**config.mk**
```make
export PLATFORM = sky130hd
export DESIGN_NAME = integer_to_ascii_formatter_core_flat
export DESIGN_NICKNAME = d
export VERILOG_FILES = /design/src/hdl/ita_pkg.sv /design/src/hdl/ita_if.sv /design/src/hdl/integer_to_ascii_formatter_core.sv /design/src/hdl/ita_prep.sv /design/src/hdl/ita_dabble.sv /design/src/hdl/ita_count.sv /design/src/hdl/ita_emit.sv /design/src/flat_wrapper.sv
export SDC_FILE = /design/constraint.sdc
export NUM_CORES = 1
export LEC_CHECK = 0
export BUFFER_PORTS_ARGS = -buffer_cell sky130_fd_sc_hd__clkbuf_2
export CELL_PAD_IN_SITES_DETAIL_PLACEMENT = 1
export CELL_PAD_IN_SITES_GLOBAL_PLACEMENT = 2
export CORE_MARGIN = 2
export CORE_UTILIZATION = 43
export CTS_CLUSTER_DIAMETER = 30
export DETAILED_ROUTE_END_ITERATION = 6
export PLACE_DENSITY_LB_ADDON = 0.05
export SYNTH_ARGS = -nofsm -noshare
export SYNTH_HDL_FRONTEND = slang
export SYNTH_SLANG_ARGS = --single-unit
```
**constraint.sdc**
```tcl
create_clock -name clk -period 7 [get_ports clk]
set_clock_uncertainty 0.05 [all_clocks]
set_input_delay 0.7 -clock clk [delete_from_list [all_inputs] [get_ports clk]]
set_output_delay 0.7 -clock clk [all_outputs]
set_load 0.01 [all_outputs]
```
**src/hdl/ita_pkg.sv**
```systemverilog
// Shared constants and character helpers for the integer to ASCII formatter.
`timescale 1ns / 1ps
package ita_pkg;

  // Conversion kind codes; only the hex bit is decoded for the radix.
  localparam logic [1:0] KIND_SDEC    = 2'd0;
  localparam logic [1:0] KIND_UDEC    = 2'd1;
  localparam logic [1:0] KIND_HEX     = 2'd2;
  localparam int         KIND_HEX_BIT = 1;

  // Binary bits shifted into the BCD register per pipeline stage
  localparam int DABBLE_STEPS = 4;

  localparam logic [7:0] CH_MINUS = 8'h2D;
  localparam logic [7:0] CH_ZERO  = 8'h30;

  localparam logic [7:0] HEX_DIGITS [16] = '{
    8'h30, 8'h31, 8'h32, 8'h33, 8'h34, 8'h35, 8'h36, 8'h37,
    8'h38, 8'h39, 8'h61, 8'h62, 8'h63, 8'h64, 8'h65, 8'h66
  };

  // ASCII character of one digit (decimal digits never exceed nine)
  function automatic logic [7:0] digit_char(input logic [3:0] d);
    return HEX_DIGITS[d];
  endfunction

endpackage

```
**src/hdl/ita_if.sv**
```systemverilog
// Valid/ready channel interfaces for numbers in and characters out.
`timescale 1ns / 1ps
interface ita_in_if #(
  parameter int VALUE_BITS = 32
);
  logic                  valid;
  logic                  ready;
  logic [1:0]            kind;
  logic [VALUE_BITS-1:0] value;

  modport source (output valid, kind, value, input ready);
  modport sink   (input valid, kind, value, output ready);
endinterface

interface ita_out_if;
  logic       valid;
  logic       ready;
  logic [7:0] char_out;
  logic       last;
  logic [3:0] char_count;

  modport source (output valid, char_out, last, char_count, input ready);
  modport sink   (input valid, char_out, last, char_count, output ready);
endinterface

```
**src/hdl/integer_to_ascii_formatter_core.sv**
```systemverilog
// Top level of the integer to ASCII formatter.
`timescale 1ns / 1ps
// Converts each VALUE_BITS-wide number on din into ASCII characters on dout,
// most significant first: signed decimal (kind 0), unsigned decimal (kind 1)
// or lowercase hex (kind 2 and 3), no leading zeros, zero as a single '0',
// '-' before negative signed values. The word carrying the final character
// has last set and char_count holding the character count (low four bits).
// Conversion runs in a pipeline of one decode stage, ceil(VALUE_BITS/4)
// binary to BCD stages and one digit count stage, then a serializer that
// sends a number's characters one word at a time and takes the next number
// as the last word of the one before is taken. A number has 1 to 11
// characters at 32 bits; the pipeline in front of the serializer buffers
// up to ceil(VALUE_BITS/4) + 2 more numbers. The block keeps no state
// between numbers.
module integer_to_ascii_formatter_core
  import ita_pkg::*;
#(
  parameter int VALUE_BITS = 32
) (
  input  logic      clk,
  input  logic      rst,
  ita_in_if.sink    din,
  ita_out_if.source dout
);

  localparam int NDIG = (VALUE_BITS * 302) / 1000 + 1;
  localparam int NST  = (VALUE_BITS + DABBLE_STEPS - 1) / DABBLE_STEPS;
  localparam int NDW  = $clog2(NDIG + 2);

  logic [NST:0]                 st_valid;
  logic [NST:0]                 st_ready;
  logic [NST:0]                 st_hex;
  logic [NST:0]                 st_neg;
  logic [NST:0][VALUE_BITS-1:0] st_mag;
  logic [NST:0][4*NDIG-1:0]     st_bcd;
  logic [NST:0][VALUE_BITS-1:0] st_shf;

  logic              cnt_valid;
  logic              cnt_ready;
  logic              cnt_neg;
  logic [4*NDIG-1:0] cnt_digs;
  logic [NDW-1:0]    cnt_nd;

  ita_prep #(
    .VALUE_BITS(VALUE_BITS),
    .NDIG      (NDIG)
  ) u_prep (
    .clk      (clk),
    .rst      (rst),
    .in_valid (din.valid),
    .in_ready (din.ready),
    .kind     (din.kind),
    .value    (din.value),
    .out_valid(st_valid[0]),
    .out_ready(st_ready[0]),
    .out_hex  (st_hex[0]),
    .out_neg  (st_neg[0]),
    .out_mag  (st_mag[0]),
    .out_bcd  (st_bcd[0]),
    .out_shf  (st_shf[0])
  );

  // Binary to BCD, DABBLE_STEPS bits per stage; the last stage takes the rest
  for (genvar i = 0; i < NST; i++) begin : g_dabble
    localparam int REM   = VALUE_BITS - DABBLE_STEPS * i;
    localparam int STEPS = (REM < DABBLE_STEPS) ? REM : DABBLE_STEPS;

    ita_dabble #(
      .VALUE_BITS(VALUE_BITS),
      .NDIG      (NDIG),
      .STEPS     (STEPS)
    ) u_dabble (
      .clk      (clk),
      .rst      (rst),
      .in_valid (st_valid[i]),
      .in_ready (st_ready[i]),
      .in_hex   (st_hex[i]),
      .in_neg   (st_neg[i]),
      .in_mag   (st_mag[i]),
      .in_bcd   (st_bcd[i]),
      .in_shf   (st_shf[i]),
      .out_valid(st_valid[i+1]),
      .out_ready(st_ready[i+1]),
      .out_hex  (st_hex[i+1]),
      .out_neg  (st_neg[i+1]),
      .out_mag  (st_mag[i+1]),
      .out_bcd  (st_bcd[i+1]),
      .out_shf  (st_shf[i+1])
    );
  end

  ita_count #(
    .VALUE_BITS(VALUE_BITS),
    .NDIG      (NDIG),
    .NDW       (NDW)
  ) u_count (
    .clk      (clk),
    .rst      (rst),
    .in_valid (st_valid[NST]),
    .in_ready (st_ready[NST]),
    .in_hex   (st_hex[NST]),
    .in_neg   (st_neg[NST]),
    .in_mag   (st_mag[NST]),
    .in_bcd   (st_bcd[NST]),
    .out_valid(cnt_valid),
    .out_ready(cnt_ready),
    .out_neg  (cnt_neg),
    .out_digs (cnt_digs),
    .out_nd   (cnt_nd)
  );

  ita_emit #(
    .NDIG(NDIG),
    .NDW (NDW)
  ) u_emit (
    .clk     (clk),
    .rst     (rst),
    .in_valid(cnt_valid),
    .in_ready(cnt_ready),
    .in_neg  (cnt_neg),
    .in_digs (cnt_digs),
    .in_nd   (cnt_nd),
    .dout    (dout)
  );

endmodule

```
**src/hdl/ita_prep.sv**
```systemverilog
// Input stage: decodes the kind and forms the unsigned magnitude.
`timescale 1ns / 1ps
module ita_prep
  import ita_pkg::*;
#(
  parameter int VALUE_BITS = 32,
  parameter int NDIG       = 10
) (
  input  logic                  clk,
  input  logic                  rst,
  input  logic                  in_valid,
  output logic                  in_ready,
  input  logic [1:0]            kind,
  input  logic [VALUE_BITS-1:0] value,
  output logic                  out_valid,
  input  logic                  out_ready,
  output logic                  out_hex,
  output logic                  out_neg,
  output logic [VALUE_BITS-1:0] out_mag,
  output logic [4*NDIG-1:0]     out_bcd,
  output logic [VALUE_BITS-1:0] out_shf
);

  logic                  neg_next;
  logic [VALUE_BITS-1:0] mag_next;

  assign in_ready = !out_valid || out_ready;

  // Two's complement negate; the most negative value maps onto itself,
  // which read unsigned is the right magnitude.
  always_comb begin
    neg_next = (kind == KIND_SDEC) && value[VALUE_BITS-1];
    mag_next = neg_next ? (~value + {{(VALUE_BITS-1){1'b0}}, 1'b1}) : value;
  end

  always_ff @(posedge clk) begin
    if (rst) begin
      out_valid <= 1'b0;
    end else if (in_ready) begin
      out_valid <= in_valid;
    end
  end

  always_ff @(posedge clk) begin
    if (in_ready) begin
      out_hex <= kind[KIND_HEX_BIT];
      out_neg <= neg_next;
      out_mag <= mag_next;
      out_bcd <= '0;
      out_shf <= mag_next;
    end
  end

endmodule

```
**src/hdl/ita_dabble.sv**
```systemverilog
// One shift-and-add-3 stage of the pipelined binary to BCD converter.
`timescale 1ns / 1ps
module ita_dabble
  import ita_pkg::*;
#(
  parameter int VALUE_BITS = 32,
  parameter int NDIG       = 10,
  parameter int STEPS      = DABBLE_STEPS
) (
  input  logic                  clk,
  input  logic                  rst,
  input  logic                  in_valid,
  output logic                  in_ready,
  input  logic                  in_hex,
  input  logic                  in_neg,
  input  logic [VALUE_BITS-1:0] in_mag,
  input  logic [4*NDIG-1:0]     in_bcd,
  input  logic [VALUE_BITS-1:0] in_shf,
  output logic                  out_valid,
  input  logic                  out_ready,
  output logic                  out_hex,
  output logic                  out_neg,
  output logic [VALUE_BITS-1:0] out_mag,
  output logic [4*NDIG-1:0]     out_bcd,
  output logic [VALUE_BITS-1:0] out_shf
);

  logic [4*NDIG-1:0]     bcd_next;
  logic [VALUE_BITS-1:0] shf_next;

  assign in_ready = !out_valid || out_ready;

  // Correct each digit of five or more, then shift the next binary bit in
  always_comb begin
    bcd_next = in_bcd;
    shf_next = in_shf;
    for (int st = 0; st < STEPS; st++) begin
      for (int d = 0; d < NDIG; d++) begin
        if (bcd_next[4*d +: 4] >= 4'd5) begin
          bcd_next[4*d +: 4] = bcd_next[4*d +: 4] + 4'd3;
        end
      end
      bcd_next = {bcd_next[4*NDIG-2:0], shf_next[VALUE_BITS-1]};
      shf_next = {shf_next[VALUE_BITS-2:0], 1'b0};
    end
  end

  always_ff @(posedge clk) begin
    if (rst) begin
      out_valid <= 1'b0;
    end else if (in_ready) begin
      out_valid <= in_valid;
    end
  end

  always_ff @(posedge clk) begin
    if (in_ready) begin
      out_hex <= in_hex;
      out_neg <= in_neg;
      out_mag <= in_mag;
      out_bcd <= bcd_next;
      out_shf <= shf_next;
    end
  end

endmodule

```
**src/hdl/ita_count.sv**
```systemverilog
// Digit select stage: picks hex nibbles or BCD digits and counts significant digits.
`timescale 1ns / 1ps
module ita_count
  import ita_pkg::*;
#(
  parameter int VALUE_BITS = 32,
  parameter int NDIG       = 10,
  parameter int NDW        = 4
) (
  input  logic                  clk,
  input  logic                  rst,
  input  logic                  in_valid,
  output logic                  in_ready,
  input  logic                  in_hex,
  input  logic                  in_neg,
  input  logic [VALUE_BITS-1:0] in_mag,
  input  logic [4*NDIG-1:0]     in_bcd,
  output logic                  out_valid,
  input  logic                  out_ready,
  output logic                  out_neg,
  output logic [4*NDIG-1:0]     out_digs,
  output logic [NDW-1:0]        out_nd
);

  logic [4*NDIG-1:0] digs_next;
  logic [NDW-1:0]    nd_next;

  assign in_ready = !out_valid || out_ready;

  // Highest nonzero digit sets the length; zero still gives one digit
  always_comb begin
    digs_next = in_hex ? {{(4*NDIG-VALUE_BITS){1'b0}}, in_mag} : in_bcd;
    nd_next   = NDW'(1);
    for (int d = 1; d < NDIG; d++) begin
      if (digs_next[4*d +: 4] != 4'd0) begin
        nd_next = NDW'(d + 1);
      end
    end
  end

  always_ff @(posedge clk) begin
    if (rst) begin
      out_valid <= 1'b0;
    end else if (in_ready) begin
      out_valid <= in_valid;
    end
  end

  always_ff @(posedge clk) begin
    if (in_ready) begin
      out_neg  <= in_neg;
      out_digs <= digs_next;
      out_nd   <= nd_next;
    end
  end

endmodule

```
**src/hdl/ita_emit.sv**
```systemverilog
// Character serializer: sends the sign and then the digits, most significant first.
`timescale 1ns / 1ps
module ita_emit
  import ita_pkg::*;
#(
  parameter int NDIG = 10,
  parameter int NDW  = 4
) (
  input  logic              clk,
  input  logic              rst,
  input  logic              in_valid,
  output logic              in_ready,
  input  logic              in_neg,
  input  logic [4*NDIG-1:0] in_digs,
  input  logic [NDW-1:0]    in_nd,
  ita_out_if.source         dout
);

  localparam int IDXW = (NDIG > 1) ? $clog2(NDIG) : 1;

  logic              busy;
  logic              sign_pend;
  logic [IDXW-1:0]   idx;
  logic [NDW-1:0]    total;
  logic [4*NDIG-1:0] digs;
  logic              is_last;
  logic              take;

  assign is_last  = !sign_pend && (idx == '0);
  assign take     = busy && dout.ready;
  assign in_ready = !busy || (dout.ready && is_last);

  // Output word straight from the serializer registers
  assign dout.valid      = busy;
  assign dout.char_out   = sign_pend ? CH_MINUS : digit_char(digs[4*idx +: 4]);
  assign dout.last       = is_last;
  assign dout.char_count = is_last ? 4'(total) : 4'd0;

  // Control: load a number, then step the sign flag and the digit index
  always_ff @(posedge clk) begin
    if (rst) begin
      busy      <= 1'b0;
      sign_pend <= 1'b0;
      idx       <= '0;
    end else if (in_ready && in_valid) begin
      busy      <= 1'b1;
      sign_pend <= in_neg;
      idx       <= IDXW'(in_nd - NDW'(1));
    end else if (take) begin
      if (is_last) begin
        busy <= 1'b0;
      end else if (sign_pend) begin
        sign_pend <= 1'b0;
      end else begin
        idx <= idx - IDXW'(1);
      end
    end
  end

  always_ff @(posedge clk) begin
    if (in_ready && in_valid) begin
      digs  <= in_digs;
      total <= in_nd + NDW'(in_neg);
    end
  end

  // The sign goes out at most once and before any digit
  a_sign_once: assert property (@(posedge clk) disable iff (rst)
    (take && sign_pend) |=> (busy && !sign_pend && idx == $past(idx)))
    else $error("sign character not followed by the first digit");

  // Digits step down by one per word taken
  a_idx_step: assert property (@(posedge clk) disable iff (rst)
    (take && !sign_pend && idx != '0) |=> (busy && idx == $past(idx) - IDXW'(1)))
    else $error("digit index did not step down by one");

  // A number is not dropped before its last word is taken
  a_no_drop: assert property (@(posedge clk) disable iff (rst)
    (busy && !(dout.ready && is_last)) |=> busy)
    else $error("serializer went idle before the last word");

endmodule

```
**src/flat_wrapper.sv**
```systemverilog
// flat-port wrapper written by rule: the top's interface ports become plain ports
module integer_to_ascii_formatter_core_flat import ita_pkg::*;
#(
  parameter int VALUE_BITS = 32
)
  (clk, rst, din_valid, din_kind, din_value, din_ready, dout_valid, dout_char_out, dout_last, dout_char_count, dout_ready);
  ita_in_if #(.VALUE_BITS(VALUE_BITS)) din_i ();
  ita_out_if dout_i ();
  input  logic clk;
  input  logic rst;
  input wire logic [$bits(din_i.valid)-1:0] din_valid;
  input wire logic [$bits(din_i.kind)-1:0] din_kind;
  input wire logic [$bits(din_i.value)-1:0] din_value;
  output wire logic [$bits(din_i.ready)-1:0] din_ready;
  output wire logic [$bits(dout_i.valid)-1:0] dout_valid;
  output wire logic [$bits(dout_i.char_out)-1:0] dout_char_out;
  output wire logic [$bits(dout_i.last)-1:0] dout_last;
  output wire logic [$bits(dout_i.char_count)-1:0] dout_char_count;
  input wire logic [$bits(dout_i.ready)-1:0] dout_ready;
  assign din_i.valid = din_valid;
  assign din_i.kind = din_kind;
  assign din_i.value = din_value;
  assign din_ready = din_i.ready;
  assign dout_valid = dout_i.valid;
  assign dout_char_out = dout_i.char_out;
  assign dout_last = dout_i.last;
  assign dout_char_count = dout_i.char_count;
  assign dout_i.ready = dout_ready;
  integer_to_ascii_formatter_core #(.VALUE_BITS(VALUE_BITS)) u_core (.clk(clk), .rst(rst), .din(din_i), .dout(dout_i));
endmodule
```
== Word level (Yosys, flattened, before mapping) ==
Memory sizes are Yosys's and may differ from the RTL's.
Cells that the tools add are included.

* Bits in registers: 803
* ROM bits: 128
* Input bits: 38
* Output and inout bits: 15
* Word-level logic and storage cells: 938
* Memories: 1

* Add/sub/neg operators: 269
* Order comparisons: 266
* Equal/unequal tests: 2
* Shifts and indexed selects: 1
* Mux-type cells: 289
* Bitwise gates (word level): 2
* Reduce and logical (&&, ||, !) cells: 45

{| class="wikitable"
|+ Memory list
! name !! words !! width !! read ports !! clocked after memory_dff !! write ports !! line !! text
|-
| (name not given) || 16 || 8 || 1 || 0 || 0 || ita_pkg.sv:24 || <nowiki>return HEX_DIGITS[d];</nowiki>
|}

{| class="wikitable"
|+ Operators with widths
! operator !! number
|-
| $ge A4 B3 Y1 const B || 255
|-
| $mux W4 || 244
|-
| $add A4 B2 Y4 const B || 234
|-
| $mux W3 || 29
|-
| $add A3 B2 Y3 const B || 21
|-
| $mux W40 || 1
|-
| $shiftx A40 B7 Y4 || 1
|-
| $reduce_bool A4 Y1 || 9
|-
| $add A32 B1 Y32 const B || 1
|-
| $mux W32 || 1
|-
| $not A32 Y32 || 1
|-
| $add A1 B2 Y3 const AB || 9
|-
| $ge A1 B3 Y1 const AB || 9
|-
| $mux W8 || 3
|-
| $logic_not A1 Y1 || 12
|-
| $logic_or A1 B1 Y1 || 11
|-
| $mux W1 || 8
|-
| $sub A4 B1 Y4 const B || 2
|-
| $mux W2 || 3
|-
| $ge A5 B5 Y1 const B || 1
|-
| $logic_and A1 B1 Y1 || 5
|-
| $not A4 Y5 || 1
|-
| $add A4 B1 Y4 || 1
|-
| $logic_not A4 Y1 || 1
|-
| 8 further kinds || 11
|}

== Depth between registers and ports, before layout ==
* Depth in word-level cells: 14
* Mapped depth: 21
* Depth with buffers taken out: 20

== By module ==
From an unflattened synthesis, not the netlist that was laid out.

* Cell total of the unflattened synthesis: 7473
* Area total of the unflattened synthesis: 70904.3 um^2

{| class="wikitable"
|+ By module, submodules not included
! module !! instances !! cells an instance !! area an instance (um^2) !! sequential area each (um^2)
|-
| ita_dabble || 8 || 868 || 8001.4 || 3083.0
|-
| ita_emit || 1 || 176 || 2404.8 || 1441.4
|-
| ita_prep || 1 || 212 || 2363.5 || 1041.0
|-
| ita_count || 1 || 141 || 2124.5 || 1371.3
|}

== Least setup slack after synthesis ==
Ideal clock, no wire load.

* Kind: register -> output
* Start point: register u_core.u_emit.idx[0]
* End point: output port din_ready
* Arrival: 4.874 ns
* Data required time: 6.250 ns
* Setup slack: 1.376 ns
* Stages on the path, launching flop included: 11
* Cell sequence: dfxtp_1 > clkbuf_1 > nor3_1 > nand2_1 > o21a_1 > and2_1 > inv_1 > nor2_1 > nand3_1 > nor2_1 > nand3_1

* Word-level cells in the longest chain between the ends: 14

{| class="wikitable"
|+ Ends and longest elaborated chain
! what !! line !! text
|-
| start: declaration || ita_emit.sv:23 || <nowiki>logic [IDXW-1:0] idx;</nowiki>
|-
| start signal: assignment || ita_emit.sv:48 || <nowiki>idx <= IDXW'(in_nd - NDW'(1));</nowiki>
|-
| start signal: assignment || ita_emit.sv:55 || <nowiki>idx <= idx - IDXW'(1);</nowiki>
|-
| $logic_not A4 Y1 || ita_emit.sv:29 || <nowiki>assign is_last = !sign_pend && (idx == '0);</nowiki>
|-
| $logic_and A1 B1 Y1 || ita_emit.sv:29 ||
|-
| $logic_and A1 B1 Y1 || ita_emit.sv:31 || <nowiki>assign in_ready = !busy || (dout.ready && is_last);</nowiki>
|-
| $logic_or A1 B1 Y1 || ita_emit.sv:31 ||
|-
| $logic_or A1 B1 Y1 || ita_count.sv:28 || <nowiki>assign in_ready = !out_valid || out_ready;</nowiki>
|-
| via u_core.g_dabble[7].u_dabble.out_ready || ita_dabble.sv:20 || <nowiki>input logic out_ready,</nowiki>
|-
| $logic_or A1 B1 Y1 (6 in series) || ita_dabble.sv:31 || <nowiki>assign in_ready = !out_valid || out_ready;</nowiki>
|-
| via u_core.g_dabble[1].u_dabble.out_ready || ita_dabble.sv:20 ||
|-
| $logic_or A1 B1 Y1 (2 in series) || ita_dabble.sv:31 ||
|-
| $logic_or A1 B1 Y1 || ita_prep.sv:27 || <nowiki>assign in_ready = !out_valid || out_ready;</nowiki>
|-
| end: declaration || flat_wrapper.sv:14 || <nowiki>output wire logic [$bits(din_i.ready)-1:0] din_ready;</nowiki>
|}

The timed path passes the listed nets, and every way through them passes these cells.

==> summary.txt <==
status: finished, final reports clean
simple-gate share of the synthesized area: 12.6%
CTS-repair resized insts: 0
routability congestion estimate: 0.791
Row Count: 106
root buffer cell: clkbuf_16
CP startpoint kind: flip-flop
height of the die: 295 microns
Synth Cell Area: 36,500 sq um
Final Hold Viols: 0
Synth top area share: 47.1%
Worst Hold Endpoint: u_core.u_prep.out_shf[0]$_DFFE_PP_
reg-to-reg endpoint: u_core.g_dabble[1].u_dabble.out_bcd[6]$_DFFE_PP_
GRT overflow: 0
TritonCTS clock tree: done
syn nets: 3,717
# DRC: 0
sequential area share after synthesis: 48.0%
Hold Buf Count CTS: 0
CTS sink cnt: 588
Critical Path Sink Type: flip-flop
Post-Syn Area per Cell: 10.3 sq um
largest family of logic cells by synthesized area: compound AO/OA/AOI/OAI gates
Die ar.: 87,100 sq um
reg2reg path depth: 19
initial antenna violation count: 0
first-pass detailed-route iteration total: 5
Fillers: 9,052
pin count of the biggest net entering global routing: 74
final wirelength: 85.5 mm
mux cell area share after synthesis: 6.14%
RSZ-0062 raised after global routing: false
max cap viols: 0
reg2reg setup slack: 1.95 ns
layout cells sized above 1: 14.1%
worst hold start: din_value[0]
clock latency at the later pin of the worst-skew pair: 0.73 ns
critical path class: flip-flop to flip-flop
Max Freq: 198 MHz
post-CTS setup buffers: 0
vias in the first global route: 28,500
Synth Warn #: 0
Buffers on Ports: 50
CTS Buf Count: 143
leading register cell type out of synthesis: edfxtp_1
clk slew on worst S/H paths: 0.05 ns
crit path max fanout: 12
Final Setup Violations: 0
Worst R2R Start: u_core.g_dabble[0].u_dabble.out_mag[28]$_DFFE_PP_
Synth Instances: 3,533
critical path data required time: 7.38 ns
hold slack final: 0.142 ns
remaining antenna violation count after routing: 0
DR WL/cell: 17.5 microns
HP Class: primary input to flip-flop
# nets final: 3,827
via count: 27,200
core area: 83,800 sq um
IO Pins: 53
Synth Area in Adders: 5.21%
Final Slew Violations: 0
Area Overhead vs Synth: 17.3%
Hold Path Stages: 1
Tightest Pin Transition: 1.15 ns
CTS Buffer Depth: 3
largest area contributor in the netlist: edfxtp_1
first-pass GRT wire length: 142 mm
EDFF count, synth: 572
setup TNS: 0 ns
slew margin rel.: 23.7%
xor/xnor share of the synthesized area: 5.10%
Final Critical Period: 5.05 ns
Yosys reg bits: 588
post-synthesis compound-gate area fraction: 19.7%
period utilization: 72.1%
top post-synthesis cells by area: edfxtp_1 (47%), ha_1 (5.0%), a21oi_1 (4.1%)
ant diodes: 0
library cells used by synthesis: 109
asr flop ratio synth: 0%
Starting DRT DRC Count: 1,353
Critical Path AT: 5.42 ns
Die Wd: 295 microns
placed wire-length estimate: 60.6 mm
Starting Density: 43.5%
Vias/cell: 5.57
GRT Util Overall: 19.6%
H-tree level count: 4
Worst Setup SP: u_core.g_dabble[0].u_dabble.out_mag[28]$_DFFE_PP_
[per-layer routing]
metal  global-route usage (%)  share of wire, %  wire [microns]  up-vias
met2                     35.4                51           43500      335
met1                     23.7                44           37700    13300
met5                        0                 0               0        -
met3                     3.39               3.1            2660      136
li1                         -                 -               -    13500
met4                     6.25               2.0            1710        0
[cells in the mapped netlist (25+ instances only)]
library cell and count:
xor2_1 35, nand2b_1 74, o21a_1 30, xnor2_1 138
nor2b_1 46, edfxtp_1 572, nand3_1 55, nor3_1 63
a21o_1 26, and2_1 25, o21ai_1 43, mux2i_1 88
nand2_1 266, a211oi_1 36, a21oi_1 302, o21ai_0 276
nor2_1 311, ha_1 146, mux2_2 99, a31oi_1 77
inv_1 199, o22ai_1 35, clkbuf_1 82, nor3b_1 45
a21oi_2 36
[state kept, by name, indices dropped and copies added, names as in the netlist]
name / flops
u_core.g_dabble.u_dabble.out_bcd: 177
u_core.g_dabble.u_dabble.out_hex: 8
u_core.g_dabble.u_dabble.out_mag: 256
u_core.g_dabble.u_dabble.out_neg: 8
u_core.g_dabble.u_dabble.out_valid: 8
u_core.u_count.out_digs: 40
u_core.u_count.out_nd: 4
u_core.u_count.out_neg: 1
u_core.u_count.out_valid: 1
u_core.u_emit.digs: 40
u_core.u_emit.dout.valid: 1
u_core.u_emit.idx: 4
u_core.u_emit.sign_pend: 1
u_core.u_emit.total: 4
u_core.u_prep.out_hex: 1
u_core.u_prep.out_neg: 1
u_core.u_prep.out_shf: 32
u_core.u_prep.out_valid: 1
[cells by family (layout without fill, tap and decap cells)]
group | Yosys count | in the layout
AO/OA/AOI/OAI | 1120 | 1120
other | 2 | 2
AND/OR/NAND/NOR | 965 | 965
multiplexers | 199 | 199
buffers and inverters | 314 | 538
adder cells (fa/ha/maj) | 153 | 153
flip-flops | 588 | 588
XOR/XNOR | 192 | 192
[worst max-delay path by stage]
stage          cells past startpoint                                                to
2_1_floorplan                     10                                         din_ready
3_5_place_dp                      17  u_core.g_dabble[1].u_dabble.out_bcd[6]$_DFFE_PP_
3_3_place_gp                      17  u_core.g_dabble[1].u_dabble.out_bcd[6]$_DFFE_PP_
5_1_grt                           17  u_core.g_dabble[1].u_dabble.out_bcd[6]$_DFFE_PP_
4_1_cts                           17  u_core.g_dabble[1].u_dabble.out_bcd[6]$_DFFE_PP_
6_report                          19  u_core.g_dabble[1].u_dabble.out_bcd[6]$_DFFE_PP_
[layout make-up]
| cell class | instances | area, sq um | share of cell area, % |
|---|---|---|---|
| multi-input cells | 2631 | 17800 | 41.6 |
| flip-flops and latches | 588 | 17500 | 40.9 |
| clock buffers | 159 | 3660 | 8.55 |
| well taps | 1134 | 1420 | 3.32 |
| clock inverters | 100 | 1220 | 2.86 |
| inverters | 208 | 783 | 1.83 |
| repair buffers | 71 | 408 | 0.954 |
[worst max-delay path, stage by stage (launching register included)]
cell,delay (ns)
edfxtp_1,0.43
inv_1,0.14
ha_1,0.21
nand2b_1,0.09
a21oi_1,0.29
xnor2_1,0.28
ha_1,0.23
nand2b_1,0.16
nand2_1,0.07
mux2i_1,0.69
nor2_1,0.15
inv_1,0.13
ha_1,0.34
a21oi_1,0.08
a21boi_0,0.37
ha_1,0.25
o21ai_0,0.10
a311o_1,0.45
a21oi_1,0.17
a31oi_1,0.07
[through the flow]
step / setup WS [ns] / std cells / area [sq um] / util (%)
after floorplan: 1.38 / 3533 / 36500 / -
after global placement: 2.46 / 4632 / 37900 / 45.2
after detailed placement: 2.04 / 4632 / 37900 / 45.2
after CTS: 1.94 / 4891 / 42800 / 51.0
after global routing: 1.48 / 4891 / 42800 / 51.0
final: 1.95 / 4891 / 42800 / 51.0
[layout by cell type, fill, tap and decap left out, types with 36 or more instances in the layout]
cell type,count
nor3_1,63
o21ai_0,276
nor2b_1,45
mux2_2,99
clkbuf_2,50
nor3b_1,45
clkbuf_16,143
a31oi_1,77
nand2_1,263
mux2i_1,88
inv_1,197
o21ai_1,43
a21oi_1,302
ha_1,146
nand3_1,53
nand2b_1,74
a21oi_2,36
edfxtp_1,572
xnor2_1,138
nor2_1,311
a211oi_1,36
Power is left out: the tool's default activity adds up to more than one toggle a clock period on the data nets, which glitch-free logic cannot reach.
